==> src/rtl/iosb_pkg.sv <==
`timescale 1ns / 1ps
// Shared types and constants of the in-order sequence buffer.
package iosb_pkg;

	// Default sizes
	localparam int IOSB_DEPTH       = 16;
	localparam int IOSB_SEQ_BITS    = 32;
	localparam int IOSB_HANDLE_BITS = 16;
	localparam int CMD_BITS         = 3;
	localparam int STATUS_BITS      = 3;

	// Command codes of an input item
	typedef enum logic [CMD_BITS-1:0] {
		CMD_INSERT   = 3'd0,
		CMD_OFFER    = 3'd1,
		CMD_TAKE     = 3'd2,
		CMD_ADV_TAKE = 3'd3,
		CMD_ADVANCE  = 3'd4,
		CMD_RESTART  = 3'd5
	} cmd_t;

	// Status codes of a result item
	typedef enum logic [STATUS_BITS-1:0] {
		ST_OK           = 3'd0,
		ST_DUPLICATE    = 3'd1,
		ST_COLLISION    = 3'd2,
		ST_NOT_EXPECTED = 3'd3,
		ST_LEFT_OVER    = 3'd4
	} status_t;

	// Controller states
	typedef enum logic [3:0] {
		S_IDLE,
		S_DECODE,
		S_MOD,
		S_PROBE,
		S_CHECK,
		S_SCAN,
		S_DRAIN,
		S_DECIDE,
		S_OUT
	} state_t;

	// Source of the staged result
	typedef enum logic [2:0] {
		RES_NONE,
		RES_PASS,
		RES_ZERO,
		RES_LEFT,
		RES_INSERT
	} res_src_t;

	// Controller to datapath
	typedef struct packed {
		logic     latch;
		logic     advance;
		logic     exp_clear;
		logic     mod_step;
		logic     probe;
		logic     check;
		logic     scan_start;
		logic     scan_step;
		logic     decide;
		res_src_t res;
		logic     out_load;
	} dp_cmd_t;

	// Datapath to controller
	typedef struct packed {
		logic offer_hit;
		logic mod_last;
		logic scan_last;
		logic out_free;
	} dp_stat_t;

endpackage

==> src/rtl/iosb_req_if.sv <==
`timescale 1ns / 1ps
// Request channel: command, sequence number and handle with valid/ready.
interface iosb_req_if import iosb_pkg::*; #(
	parameter int SEQ_BITS    = IOSB_SEQ_BITS,
	parameter int HANDLE_BITS = IOSB_HANDLE_BITS
);
	logic                   valid;
	logic                   ready;
	logic [CMD_BITS-1:0]    cmd;
	logic [SEQ_BITS-1:0]    seq_in;
	logic [HANDLE_BITS-1:0] handle_in;

	modport source (output valid, cmd, seq_in, handle_in, input ready);
	modport sink (input valid, cmd, seq_in, handle_in, output ready);
endinterface

==> src/rtl/iosb_rsp_if.sv <==
`timescale 1ns / 1ps
// Response channel: found flag, handle and status with valid/ready.
interface iosb_rsp_if import iosb_pkg::*; #(
	parameter int HANDLE_BITS = IOSB_HANDLE_BITS
);
	logic                   valid;
	logic                   ready;
	logic                   found;
	logic [HANDLE_BITS-1:0] handle_out;
	logic [STATUS_BITS-1:0] status;

	modport source (output valid, found, handle_out, status, input ready);
	modport sink (input valid, found, handle_out, status, output ready);
endinterface

==> src/rtl/iosb_ram.sv <==
`timescale 1ns / 1ps
// Generic single-write, single-read RAM with registered read data.
module iosb_ram #(
	parameter int WIDTH = 8,
	parameter int DEPTH = 16
) (
	input  logic                     clk,
	input  logic                     we,
	input  logic [$clog2(DEPTH)-1:0] waddr,
	input  logic [WIDTH-1:0]         wdata,
	input  logic [$clog2(DEPTH)-1:0] raddr,
	output logic [WIDTH-1:0]         rdata
);
	logic [WIDTH-1:0] mem_q [DEPTH];

	always_ff @(posedge clk) begin
		if (we) begin
			mem_q[waddr] <= wdata;
		end
		rdata <= mem_q[raddr];
	end
endmodule

==> src/rtl/iosb_datapath.sv <==
`timescale 1ns / 1ps
// Datapath: slot store, valid bits, slot index unit, lowest-entry scan and result registers.
module iosb_datapath import iosb_pkg::*; #(
	parameter int DEPTH       = IOSB_DEPTH,
	parameter int SEQ_BITS    = IOSB_SEQ_BITS,
	parameter int HANDLE_BITS = IOSB_HANDLE_BITS
) (
	input  logic                   clk,
	input  logic                   arst_n,
	input  dp_cmd_t                ctrl,
	output dp_stat_t               stat,
	input  logic [SEQ_BITS-1:0]    seq_in,
	input  logic [HANDLE_BITS-1:0] handle_in,
	output logic                   rsp_valid,
	input  logic                   rsp_ready,
	output logic                   found,
	output logic [HANDLE_BITS-1:0] handle_out,
	output status_t                status
);
	localparam int IDX_W   = $clog2(DEPTH);
	localparam int CHUNK_W = 8;
	localparam int N_CODES = 1 << CHUNK_W;
	localparam int N_CHUNK = (SEQ_BITS + CHUNK_W - 1) / CHUNK_W;
	localparam int SH_W    = N_CHUNK * CHUNK_W;
	localparam int CNT_W   = $clog2(N_CHUNK + 1);
	localparam int ENT_W   = SEQ_BITS + HANDLE_BITS;
	localparam logic [IDX_W:0]   DEPTH_X  = DEPTH[IDX_W:0];
	localparam logic [IDX_W-1:0] LAST_IDX = IDX_W'(DEPTH - 1);

	// Item and counter registers
	logic [SEQ_BITS-1:0]    expected_q;
	logic [SEQ_BITS-1:0]    seq_q;
	logic [HANDLE_BITS-1:0] handle_q;
	logic [SH_W-1:0]        sh_q;
	logic [IDX_W-1:0]       rem_q;
	logic [CNT_W-1:0]       cnt_q;
	status_t                ins_st_q;
	logic [DEPTH-1:0]       valid_q;

	// Scan registers
	logic [IDX_W-1:0]       scan_idx_q;
	logic                   act_s1;
	logic                   vld_s1;
	logic [IDX_W-1:0]       idx_s1;
	logic                   any_q;
	logic [SEQ_BITS-1:0]    best_seq_q;
	logic [HANDLE_BITS-1:0] best_handle_q;
	logic [IDX_W-1:0]       best_idx_q;

	// Result staging and output registers
	logic                   res_found_q;
	logic [HANDLE_BITS-1:0] res_handle_q;
	status_t                res_status_q;
	logic                   rsp_valid_q;
	logic                   rsp_found_q;
	logic [HANDLE_BITS-1:0] rsp_handle_q;
	status_t                rsp_status_q;

	logic [IDX_W-1:0]       fold_tab  [DEPTH];
	logic [IDX_W-1:0]       chunk_tab [N_CODES];
	logic [CHUNK_W-1:0]     chunk;
	logic [IDX_W:0]         fold_sum;
	logic [IDX_W:0]         rem_next;
	logic                   ram_we;
	logic [IDX_W-1:0]       ram_raddr;
	logic [ENT_W-1:0]       ram_rdata;
	logic [SEQ_BITS-1:0]    rd_seq;
	logic [HANDLE_BITS-1:0] rd_handle;
	logic                   slot_busy;
	status_t                ins_st;
	logic                   better;
	logic                   hit;
	status_t                take_st;

	// Entry store: sequence number over handle
	assign ram_we    = ctrl.check && !slot_busy;
	assign ram_raddr = ctrl.probe ? rem_q : scan_idx_q;

	iosb_ram #(
		.WIDTH(ENT_W),
		.DEPTH(DEPTH)
	) u_ram (
		.clk  (clk),
		.we   (ram_we),
		.waddr(rem_q),
		.wdata({seq_q, handle_q}),
		.raddr(ram_raddr),
		.rdata(ram_rdata)
	);

	assign rd_seq    = ram_rdata[ENT_W-1:HANDLE_BITS];
	assign rd_handle = ram_rdata[HANDLE_BITS-1:0];

	// Constant tables: remainder shifted up by one byte, and byte value, both modulo DEPTH
	for (genvar g = 0; g < DEPTH; g++) begin : g_fold
		assign fold_tab[g] = IDX_W'((g * N_CODES) % DEPTH);
	end

	for (genvar g = 0; g < N_CODES; g++) begin : g_chunk
		assign chunk_tab[g] = IDX_W'(g % DEPTH);
	end

	// Slot index step: fold in one byte of the sequence number, top byte first
	always_comb begin
		chunk    = sh_q[SH_W-1 -: CHUNK_W];
		fold_sum = {1'b0, fold_tab[rem_q]} + {1'b0, chunk_tab[chunk]};
		rem_next = (fold_sum >= DEPTH_X) ? (fold_sum - DEPTH_X) : fold_sum;
	end

	// Insert check against the chosen slot
	always_comb begin
		slot_busy = valid_q[rem_q];
		if (!slot_busy) begin
			ins_st = ST_OK;
		end else if (rd_seq == seq_q) begin
			ins_st = ST_DUPLICATE;
		end else begin
			ins_st = ST_COLLISION;
		end
	end

	// Scan compare and take decision
	assign better  = act_s1 && vld_s1 && (!any_q || (rd_seq < best_seq_q));
	assign hit     = any_q && (best_seq_q == expected_q);
	assign take_st = (any_q && !hit) ? ST_NOT_EXPECTED : ST_OK;

	// Expected-next counter
	always_ff @(posedge clk or negedge arst_n) begin
		if (!arst_n) begin
			expected_q <= '0;
		end else if (ctrl.exp_clear) begin
			expected_q <= '0;
		end else if (ctrl.advance) begin
			expected_q <= expected_q + SEQ_BITS'(1);
		end
	end

	// Item capture and slot index unit
	always_ff @(posedge clk) begin
		if (ctrl.latch) begin
			seq_q    <= seq_in;
			handle_q <= handle_in;
			sh_q     <= SH_W'(seq_in);
			rem_q    <= '0;
			cnt_q    <= CNT_W'(N_CHUNK - 1);
			ins_st_q <= ST_OK;
		end else begin
			if (ctrl.mod_step) begin
				sh_q  <= sh_q << CHUNK_W;
				rem_q <= rem_next[IDX_W-1:0];
				cnt_q <= cnt_q - CNT_W'(1);
			end
			if (ctrl.check) begin
				ins_st_q <= ins_st;
			end
		end
	end

	// Valid bits: set on a free-slot insert, cleared on a successful take
	always_ff @(posedge clk or negedge arst_n) begin
		if (!arst_n) begin
			valid_q <= '0;
		end else begin
			if (ram_we) begin
				valid_q[rem_q] <= 1'b1;
			end
			if (ctrl.decide && hit) begin
				valid_q[best_idx_q] <= 1'b0;
			end
		end
	end

	// Scan address and read stage
	always_ff @(posedge clk or negedge arst_n) begin
		if (!arst_n) begin
			act_s1 <= 1'b0;
			any_q  <= 1'b0;
		end else begin
			act_s1 <= ctrl.scan_step;
			if (ctrl.scan_start) begin
				any_q <= 1'b0;
			end else if (better) begin
				any_q <= 1'b1;
			end
		end
	end

	always_ff @(posedge clk) begin
		if (ctrl.scan_start) begin
			scan_idx_q <= '0;
		end else if (ctrl.scan_step) begin
			scan_idx_q <= scan_idx_q + IDX_W'(1);
		end
		vld_s1 <= valid_q[scan_idx_q];
		idx_s1 <= scan_idx_q;
		if (better) begin
			best_seq_q    <= rd_seq;
			best_handle_q <= rd_handle;
			best_idx_q    <= idx_s1;
		end
	end

	// Result staging
	always_ff @(posedge clk) begin
		if (ctrl.decide) begin
			res_found_q  <= hit;
			res_handle_q <= hit ? best_handle_q : '0;
			res_status_q <= (ins_st_q != ST_OK) ? ins_st_q : take_st;
		end else begin
			case (ctrl.res)
				RES_PASS: begin
					res_found_q  <= 1'b1;
					res_handle_q <= handle_q;
					res_status_q <= ST_OK;
				end
				RES_ZERO: begin
					res_found_q  <= 1'b0;
					res_handle_q <= '0;
					res_status_q <= ST_OK;
				end
				RES_LEFT: begin
					res_found_q  <= 1'b0;
					res_handle_q <= '0;
					res_status_q <= (|valid_q) ? ST_LEFT_OVER : ST_OK;
				end
				RES_INSERT: begin
					res_found_q  <= 1'b0;
					res_handle_q <= '0;
					res_status_q <= ins_st;
				end
				default: begin
				end
			endcase
		end
	end

	// Output register
	always_ff @(posedge clk or negedge arst_n) begin
		if (!arst_n) begin
			rsp_valid_q <= 1'b0;
		end else if (ctrl.out_load) begin
			rsp_valid_q <= 1'b1;
		end else if (rsp_ready) begin
			rsp_valid_q <= 1'b0;
		end
	end

	always_ff @(posedge clk) begin
		if (ctrl.out_load) begin
			rsp_found_q  <= res_found_q;
			rsp_handle_q <= res_handle_q;
			rsp_status_q <= res_status_q;
		end
	end

	assign rsp_valid  = rsp_valid_q;
	assign found      = rsp_found_q;
	assign handle_out = rsp_handle_q;
	assign status     = rsp_status_q;

	// Status to controller
	assign stat.offer_hit = (seq_q == expected_q);
	assign stat.mod_last  = (cnt_q == '0);
	assign stat.scan_last = (scan_idx_q == LAST_IDX);
	assign stat.out_free  = !rsp_valid_q || rsp_ready;

	// Checks
	a_insert_sets_valid: assert property (@(posedge clk) disable iff (!arst_n)
		ram_we |=> valid_q[$past(rem_q)])
		else $error("insert did not mark its slot valid");

	a_take_clears_valid: assert property (@(posedge clk) disable iff (!arst_n)
		ctrl.decide && hit |=> !valid_q[$past(best_idx_q)])
		else $error("successful take left its slot valid");

	a_no_handle_without_found: assert property (@(posedge clk) disable iff (!arst_n)
		rsp_valid_q && !rsp_found_q |-> rsp_handle_q == '0)
		else $error("handle present on a result with nothing found");
endmodule

==> src/rtl/iosb_ctrl.sv <==
`timescale 1ns / 1ps
// Controller state machine sequencing each command through the datapath.
module iosb_ctrl import iosb_pkg::*; (
	input  logic                clk,
	input  logic                arst_n,
	input  logic                req_valid,
	input  logic [CMD_BITS-1:0] req_cmd,
	output logic                req_ready,
	output dp_cmd_t             ctrl,
	input  dp_stat_t            stat
);
	state_t state_q;
	state_t state_d;
	cmd_t   cmd_q;

	// State and command registers
	always_ff @(posedge clk or negedge arst_n) begin
		if (!arst_n) begin
			state_q <= S_IDLE;
			cmd_q   <= CMD_INSERT;
		end else begin
			state_q <= state_d;
			if (state_q == S_IDLE && req_valid) begin
				cmd_q <= cmd_t'(req_cmd);
			end
		end
	end

	// Next state
	always_comb begin
		state_d = state_q;
		case (state_q)
			S_IDLE: begin
				if (req_valid) begin
					state_d = S_DECODE;
				end
			end
			S_DECODE: begin
				if (cmd_q == CMD_INSERT) begin
					state_d = S_MOD;
				end else if (cmd_q == CMD_OFFER) begin
					state_d = stat.offer_hit ? S_OUT : S_MOD;
				end else if (cmd_q inside {CMD_TAKE, CMD_ADV_TAKE}) begin
					state_d = S_SCAN;
				end else begin
					state_d = S_OUT;
				end
			end
			S_MOD: begin
				if (stat.mod_last) begin
					state_d = S_PROBE;
				end
			end
			S_PROBE: state_d = S_CHECK;
			S_CHECK: state_d = (cmd_q == CMD_INSERT) ? S_OUT : S_SCAN;
			S_SCAN: begin
				if (stat.scan_last) begin
					state_d = S_DRAIN;
				end
			end
			S_DRAIN:  state_d = S_DECIDE;
			S_DECIDE: state_d = S_OUT;
			S_OUT: begin
				if (stat.out_free) begin
					state_d = S_IDLE;
				end
			end
			default: state_d = S_IDLE;
		endcase
	end

	// Datapath commands
	always_comb begin
		ctrl      = '0;
		req_ready = 1'b0;
		case (state_q)
			S_IDLE: begin
				req_ready  = 1'b1;
				ctrl.latch = req_valid;
			end
			S_DECODE: begin
				case (cmd_q)
					CMD_INSERT: begin
					end
					CMD_OFFER: begin
						if (stat.offer_hit) begin
							ctrl.res = RES_PASS;
						end
					end
					CMD_TAKE: ctrl.scan_start = 1'b1;
					CMD_ADV_TAKE: begin
						ctrl.advance    = 1'b1;
						ctrl.scan_start = 1'b1;
					end
					CMD_ADVANCE: begin
						ctrl.advance = 1'b1;
						ctrl.res     = RES_ZERO;
					end
					CMD_RESTART: begin
						ctrl.exp_clear = 1'b1;
						ctrl.res       = RES_LEFT;
					end
					default: ctrl.res = RES_ZERO;
				endcase
			end
			S_MOD:   ctrl.mod_step = 1'b1;
			S_PROBE: ctrl.probe = 1'b1;
			S_CHECK: begin
				ctrl.check = 1'b1;
				if (cmd_q == CMD_INSERT) begin
					ctrl.res = RES_INSERT;
				end else begin
					ctrl.scan_start = 1'b1;
				end
			end
			S_SCAN:   ctrl.scan_step = 1'b1;
			S_DRAIN: begin
			end
			S_DECIDE: ctrl.decide = 1'b1;
			S_OUT:    ctrl.out_load = stat.out_free;
			default: begin
			end
		endcase
	end

	// Checks
	a_scan_then_decide: assert property (@(posedge clk) disable iff (!arst_n)
		ctrl.decide |-> $past(state_q) == S_DRAIN && $past(state_q, 2) == S_SCAN)
		else $error("take decided without a complete scan");
endmodule

==> src/rtl/in_order_sequence_buffer.sv <==
`timescale 1ns / 1ps
// Top level of the in-order sequence buffer: controller, datapath and channel hookup.
//
//  channel | role | handshake   | payload
//  req     | sink | valid/ready | cmd, seq_in, handle_in
//  rsp     | src  | valid/ready | found, handle_out, status
//
// One item at a time; one result item per request item, in order.
// Steps per item: pass-through offer, advance, restart and unused codes go straight
// to the result; insert forms the slot index one byte per cycle, then probes and
// checks the slot; take and advance-take do one slot read per cycle from the entry RAM;
// an offer that is stored runs the insert steps and then the take scan.
// Reset clears the counter and all valid bits at once; no clearing pass.
// req ready is high only while idle. A stalled rsp holds its result; the next result
// then waits in the result staging registers until the output register is free.
module in_order_sequence_buffer import iosb_pkg::*; #(
	parameter int DEPTH       = IOSB_DEPTH,
	parameter int SEQ_BITS    = IOSB_SEQ_BITS,
	parameter int HANDLE_BITS = IOSB_HANDLE_BITS
) (
	input  logic       clk,
	input  logic       arst_n,
	iosb_req_if.sink   req,
	iosb_rsp_if.source rsp
);
	dp_cmd_t  ctrl;
	dp_stat_t stat;
	logic     ready;
	status_t  status;

	iosb_ctrl u_ctrl (
		.clk      (clk),
		.arst_n   (arst_n),
		.req_valid(req.valid),
		.req_cmd  (req.cmd),
		.req_ready(ready),
		.ctrl     (ctrl),
		.stat     (stat)
	);

	iosb_datapath #(
		.DEPTH      (DEPTH),
		.SEQ_BITS   (SEQ_BITS),
		.HANDLE_BITS(HANDLE_BITS)
	) u_datapath (
		.clk       (clk),
		.arst_n    (arst_n),
		.ctrl      (ctrl),
		.stat      (stat),
		.seq_in    (req.seq_in),
		.handle_in (req.handle_in),
		.rsp_valid (rsp.valid),
		.rsp_ready (rsp.ready),
		.found     (rsp.found),
		.handle_out(rsp.handle_out),
		.status    (status)
	);

	assign req.ready  = ready;
	assign rsp.status = status;
endmodule

==> src/flat_wrapper.sv <==
// flat-port wrapper written by rule: the top's interface ports become plain ports
module in_order_sequence_buffer_flat import iosb_pkg::*;
#(
	parameter int DEPTH       = IOSB_DEPTH,
	parameter int SEQ_BITS    = IOSB_SEQ_BITS,
	parameter int HANDLE_BITS = IOSB_HANDLE_BITS
)
  (clk, arst_n, req_valid, req_cmd, req_seq_in, req_handle_in, req_ready, rsp_valid, rsp_found, rsp_handle_out, rsp_status, rsp_ready);
  iosb_req_if #(.SEQ_BITS(SEQ_BITS), .HANDLE_BITS(HANDLE_BITS)) req_i ();
  iosb_rsp_if #(.HANDLE_BITS(HANDLE_BITS)) rsp_i ();
  input  logic clk;
  input  logic arst_n;
  input wire logic [$bits(req_i.valid)-1:0] req_valid;
  input wire logic [$bits(req_i.cmd)-1:0] req_cmd;
  input wire logic [$bits(req_i.seq_in)-1:0] req_seq_in;
  input wire logic [$bits(req_i.handle_in)-1:0] req_handle_in;
  output wire logic [$bits(req_i.ready)-1:0] req_ready;
  output wire logic [$bits(rsp_i.valid)-1:0] rsp_valid;
  output wire logic [$bits(rsp_i.found)-1:0] rsp_found;
  output wire logic [$bits(rsp_i.handle_out)-1:0] rsp_handle_out;
  output wire logic [$bits(rsp_i.status)-1:0] rsp_status;
  input wire logic [$bits(rsp_i.ready)-1:0] rsp_ready;
  assign req_i.valid = req_valid;
  assign req_i.cmd = req_cmd;
  assign req_i.seq_in = req_seq_in;
  assign req_i.handle_in = req_handle_in;
  assign req_ready = req_i.ready;
  assign rsp_valid = rsp_i.valid;
  assign rsp_found = rsp_i.found;
  assign rsp_handle_out = rsp_i.handle_out;
  assign rsp_status = rsp_i.status;
  assign rsp_i.ready = rsp_ready;
  in_order_sequence_buffer #(.DEPTH(DEPTH), .SEQ_BITS(SEQ_BITS), .HANDLE_BITS(HANDLE_BITS)) u_core (.clk(clk), .arst_n(arst_n), .req(req_i), .rsp(rsp_i));
endmodule
==> config.mk <==
export PLATFORM = sky130hd
export DESIGN_NAME = in_order_sequence_buffer_flat
export DESIGN_NICKNAME = d
export VERILOG_FILES = /design/src/rtl/iosb_pkg.sv /design/src/rtl/iosb_req_if.sv /design/src/rtl/iosb_rsp_if.sv /design/src/rtl/iosb_ram.sv /design/src/rtl/iosb_datapath.sv /design/src/rtl/iosb_ctrl.sv /design/src/rtl/in_order_sequence_buffer.sv /design/src/flat_wrapper.sv
export SDC_FILE = /design/constraint.sdc
export NUM_CORES = 1
export LEC_CHECK = 0
export BUFFER_PORTS_ARGS = -buffer_cell sky130_fd_sc_hd__buf_4
export CORE_ASPECT_RATIO = 1.1
export CORE_MARGIN = 5
export CORE_UTILIZATION = 50
export DETAILED_ROUTE_END_ITERATION = 8
export PLACE_DENSITY = 0.68
export SYNTH_ARGS = -nofsm -noshare
export SYNTH_HDL_FRONTEND = slang
export SYNTH_SLANG_ARGS = --single-unit
export TNS_END_PERCENT = 20
==> constraint.sdc <==
create_clock -name clk -period 6.9 [get_ports clk]
set_input_delay 0.345 -clock clk [delete_from_list [all_inputs] [get_ports clk]]
set_output_delay 0.345 -clock clk [all_outputs]
set_load 0.01 [all_outputs]
==> results.cfg <==
[outcome]
status = complete, no violations

[sta]
max_freq_ghz = 0.229
finalHoldViolCount = 0
period_needed_ns = 4.37
min_period_over_period = 0.633
fin_tns_setup_ns = 0
rsz0062_at_grt = false
worst_pin_slew_ns = 1.12
final_max_slew_viol_count = 0
finClkSkew_ns = 0.0208
relSlewSlack = 0.248
setup_violations = 0

[global_routing]
grt_pass1_vias = 24200
grt_pass1_wl_um = 151000
antenna_found_initial = 2
grt_max_degree = 102
grt_usage = 0.224
grt.overflow.total = 0

[critical_path]
cp-end-kind = flip-flop
worst_path_max_delay_cell = nor4bb_2
arrival_ns = 4.97
slowest_delay_ns = 1.02
path_buf_inv = 1
worst-setup-path-type = flip-flop to flip-flop
r2r_cells = 7
critPathLaunch = u_core.u_ctrl.state_q[0]$_DFFE_PN0P_
worstPathCellList = nor4bb_2 > mux2i_1 > and2_2 > nand2_2 > buf_4 > o22ai_1 > a211o_1
r2r_slack_ns = 2.53
crit_fanout = 22
cpLargestDelayFamily = simple AND/OR/NAND/NOR gates
critPathLaunchType = flip-flop
rr_startpoint = u_core.u_ctrl.state_q[0]$_DFFE_PN0P_
cp.required_ns = 7.51
cp.depth = 7

[power_and_ir_drop]
p_total_uw = 18100
cellPowerDensity_nw_per_um2 = 385
peakVddDrop_mv = 0.228
power.leakage_uw = 0.0172

[yosys]
synth_ff_type = edfxtp_1
syn_area_um2 = 41200
postSynthCellCount = 2728
postSynthAreaPerCell_um2 = 15.1
ys_seq_elements = 1048
synth.top_cells.by_area = edfxtp_1 67%, mux2i_1 5.3%, nand2_1 4.0%
yosysMostFrequentCell = edfxtp_1
synth-seq-area-share = 0.741
ys_async_sr_fraction = 0.0553
yosys.area.top_type_share = 0.674
yosys_warnings = 0
synth_cell_types = 62
synth_nets = 2818
yosys-top-cells-count = 924 x edfxtp_1, 439 x nand2_1, 218 x mux2i_1, 101 x a31oi_1, 81 x o22ai_1
synth_edf_count = 924
synth.largest_area_cell = edfxtp_1

[route]
vias = 24000
ant_nets = 0
post_drt_wl_per_cell_um = 25.3
routed_via_density = 5.98
first_pass_iters = 6
drt-initial-drc-count = 2328
remaining_drc_errors = 0
routed_wirelength_um = 102000

[cts]
h-tree-depth = 3
clock_latency_ns = 0.67
cts_buffers = 104
cts_setup_buffers = 0
hold_buffers = 53
clk_pin_slew_worst_paths_ns = 0.06
clock_tree.root_cell = clkbuf_16
cts_resized = 0
cts_buffer_depth = 3
cts_tree = built
cts_sinks = 1048

[die]
die_area_um2 = 88200
die_x_um = 284
start_util = 0.504
die_y_um = 311
pin_count = 77
rows = 110
core-area_um2 = 81800

[finish]
multi_input_comb_area_um2 = 10000
insertedDiodeCount = 0
area_delta_synth_final_pct = 14.1
nets = 2945
drive_above_1_share = 0.109
seq_area_um2 = 30500
fillerInstances = 6247

[hold_path]
min-delay-start = req_valid
worstHoldPathType = input pin to flip-flop
hold_depth = 2

[placed_design]
place.gp.congestion = 0.923
io_buffers = 76
dpl.hpwl_um = 57000

[job]
cap_viol_max_count = 0
## layout make-up
cell class                      count  share of cell area
Sequential cell                  1048               0.650
Multi-Input combinational cell   1487               0.213
Clock buffer                      140              0.0611
Timing Repair Buffer              171              0.0315
Tap cell                         1064              0.0283
Clock inverter                     54              0.0131
Inverter                           43             0.00346
## layout by cell type, fill, tap and decap left out, drive strengths merged, types with 47 or more instances in the layout
master and instances:
xnor2 78, dfrtp 58, a31oi 101, xor2 48
dfxtp 66, inv 47, dlygate4sd3 53, nor2 74
o22ai 81, nand2 439, edfxtp 924, mux2i 219
nand3 68, buf 118, clkbuf 140
## worst register-to-register path: stages (launching register included)
cell,delay (ns)
dfrtp_1,0.59
nor4bb_2,1.03
mux2i_1,0.66
and2_2,0.64
nand2_2,0.51
buf_4,0.46
o22ai_1,0.29
a211o_1,0.14
## power breakdown
part / switching [uW] / internal [uW] / total, uW
registers: 763 / 7770 / 8540
clock network: 2370 / 3340 / 5710
logic: 2350 / 1510 / 3860
## through the flow
| stage | setup slack [ns] | utilization | hold slack [ns] | std cells | instance area (um2) |
|---|---|---|---|---|---|
| after floorplan | 1.58 | - | 0.0494 | 2728 | 41200 |
| after global placement | 2.79 | 0.526 | 0.387 | 3760 | 43000 |
| after detailed placement | 2.53 | 0.526 | 0.390 | 3760 | 43000 |
| after CTS | 2.51 | 0.575 | 0.0216 | 4007 | 47000 |
| after global routing | 2.29 | 0.575 | 0.0451 | 4007 | 47000 |
| final | 2.53 | 0.575 | 0.0587 | 4007 | 47000 |
## final timing paths
check / end
max reg2reg: u_core.u_datapath.u_ram.rdata[1]$_DFF_P_
max: u_core.u_datapath.u_ram.rdata[1]$_DFF_P_
max in group asynchronous: u_core.u_datapath.valid_q[15]$_DFF_PN0_
min in group asynchronous: u_core.u_datapath.expected_q[15]$_DFFE_PN0P_
min: u_core.u_datapath.sh_q[3]$_SDFFCE_PN0P_
min reg2reg: u_core.u_datapath.best_handle_q[14]$_DFFE_PP_
## cells by family (layout without fill, tap and decap cells)
| group | Yosys count | count (layout) | share of synthesized area |
|---|---|---|---|
| and+or+nand+nor | 720 | 720 | 0.0769 |
| muxes | 230 | 230 | 0.0583 |
| adders and majority gates | 35 | 35 | 0.0106 |
| xor gates and xnor gates | 126 | 126 | 0.0268 |
| DFF | 1048 | 1048 | 0.741 |
| AOI/OAI and AO/OA | 376 | 376 | 0.0651 |
| buffers and inverters | 193 | 408 | 0.0210 |
## flip-flops by register name, indices dropped and copies added, names as in the netlist, 32 cells and up
name / flops
u_core.u_datapath.best_seq_q: 32
u_core.u_datapath.expected_q: 32
u_core.u_datapath.seq_q: 32
u_core.u_datapath.u_ram.mem_q: 768
u_core.u_datapath.u_ram.rdata: 48
## layer usage
metal	share of wire	GRT usage	vias to the layer above
li1	-	-	10600
met3	0.073	0.0325	206
met4	0.032	0.0750	0
met5	0	0	-
met2	0.48	0.373	1023
met1	0.41	0.308	12100
No activity file was read; power rests on OpenSTA's default activity.
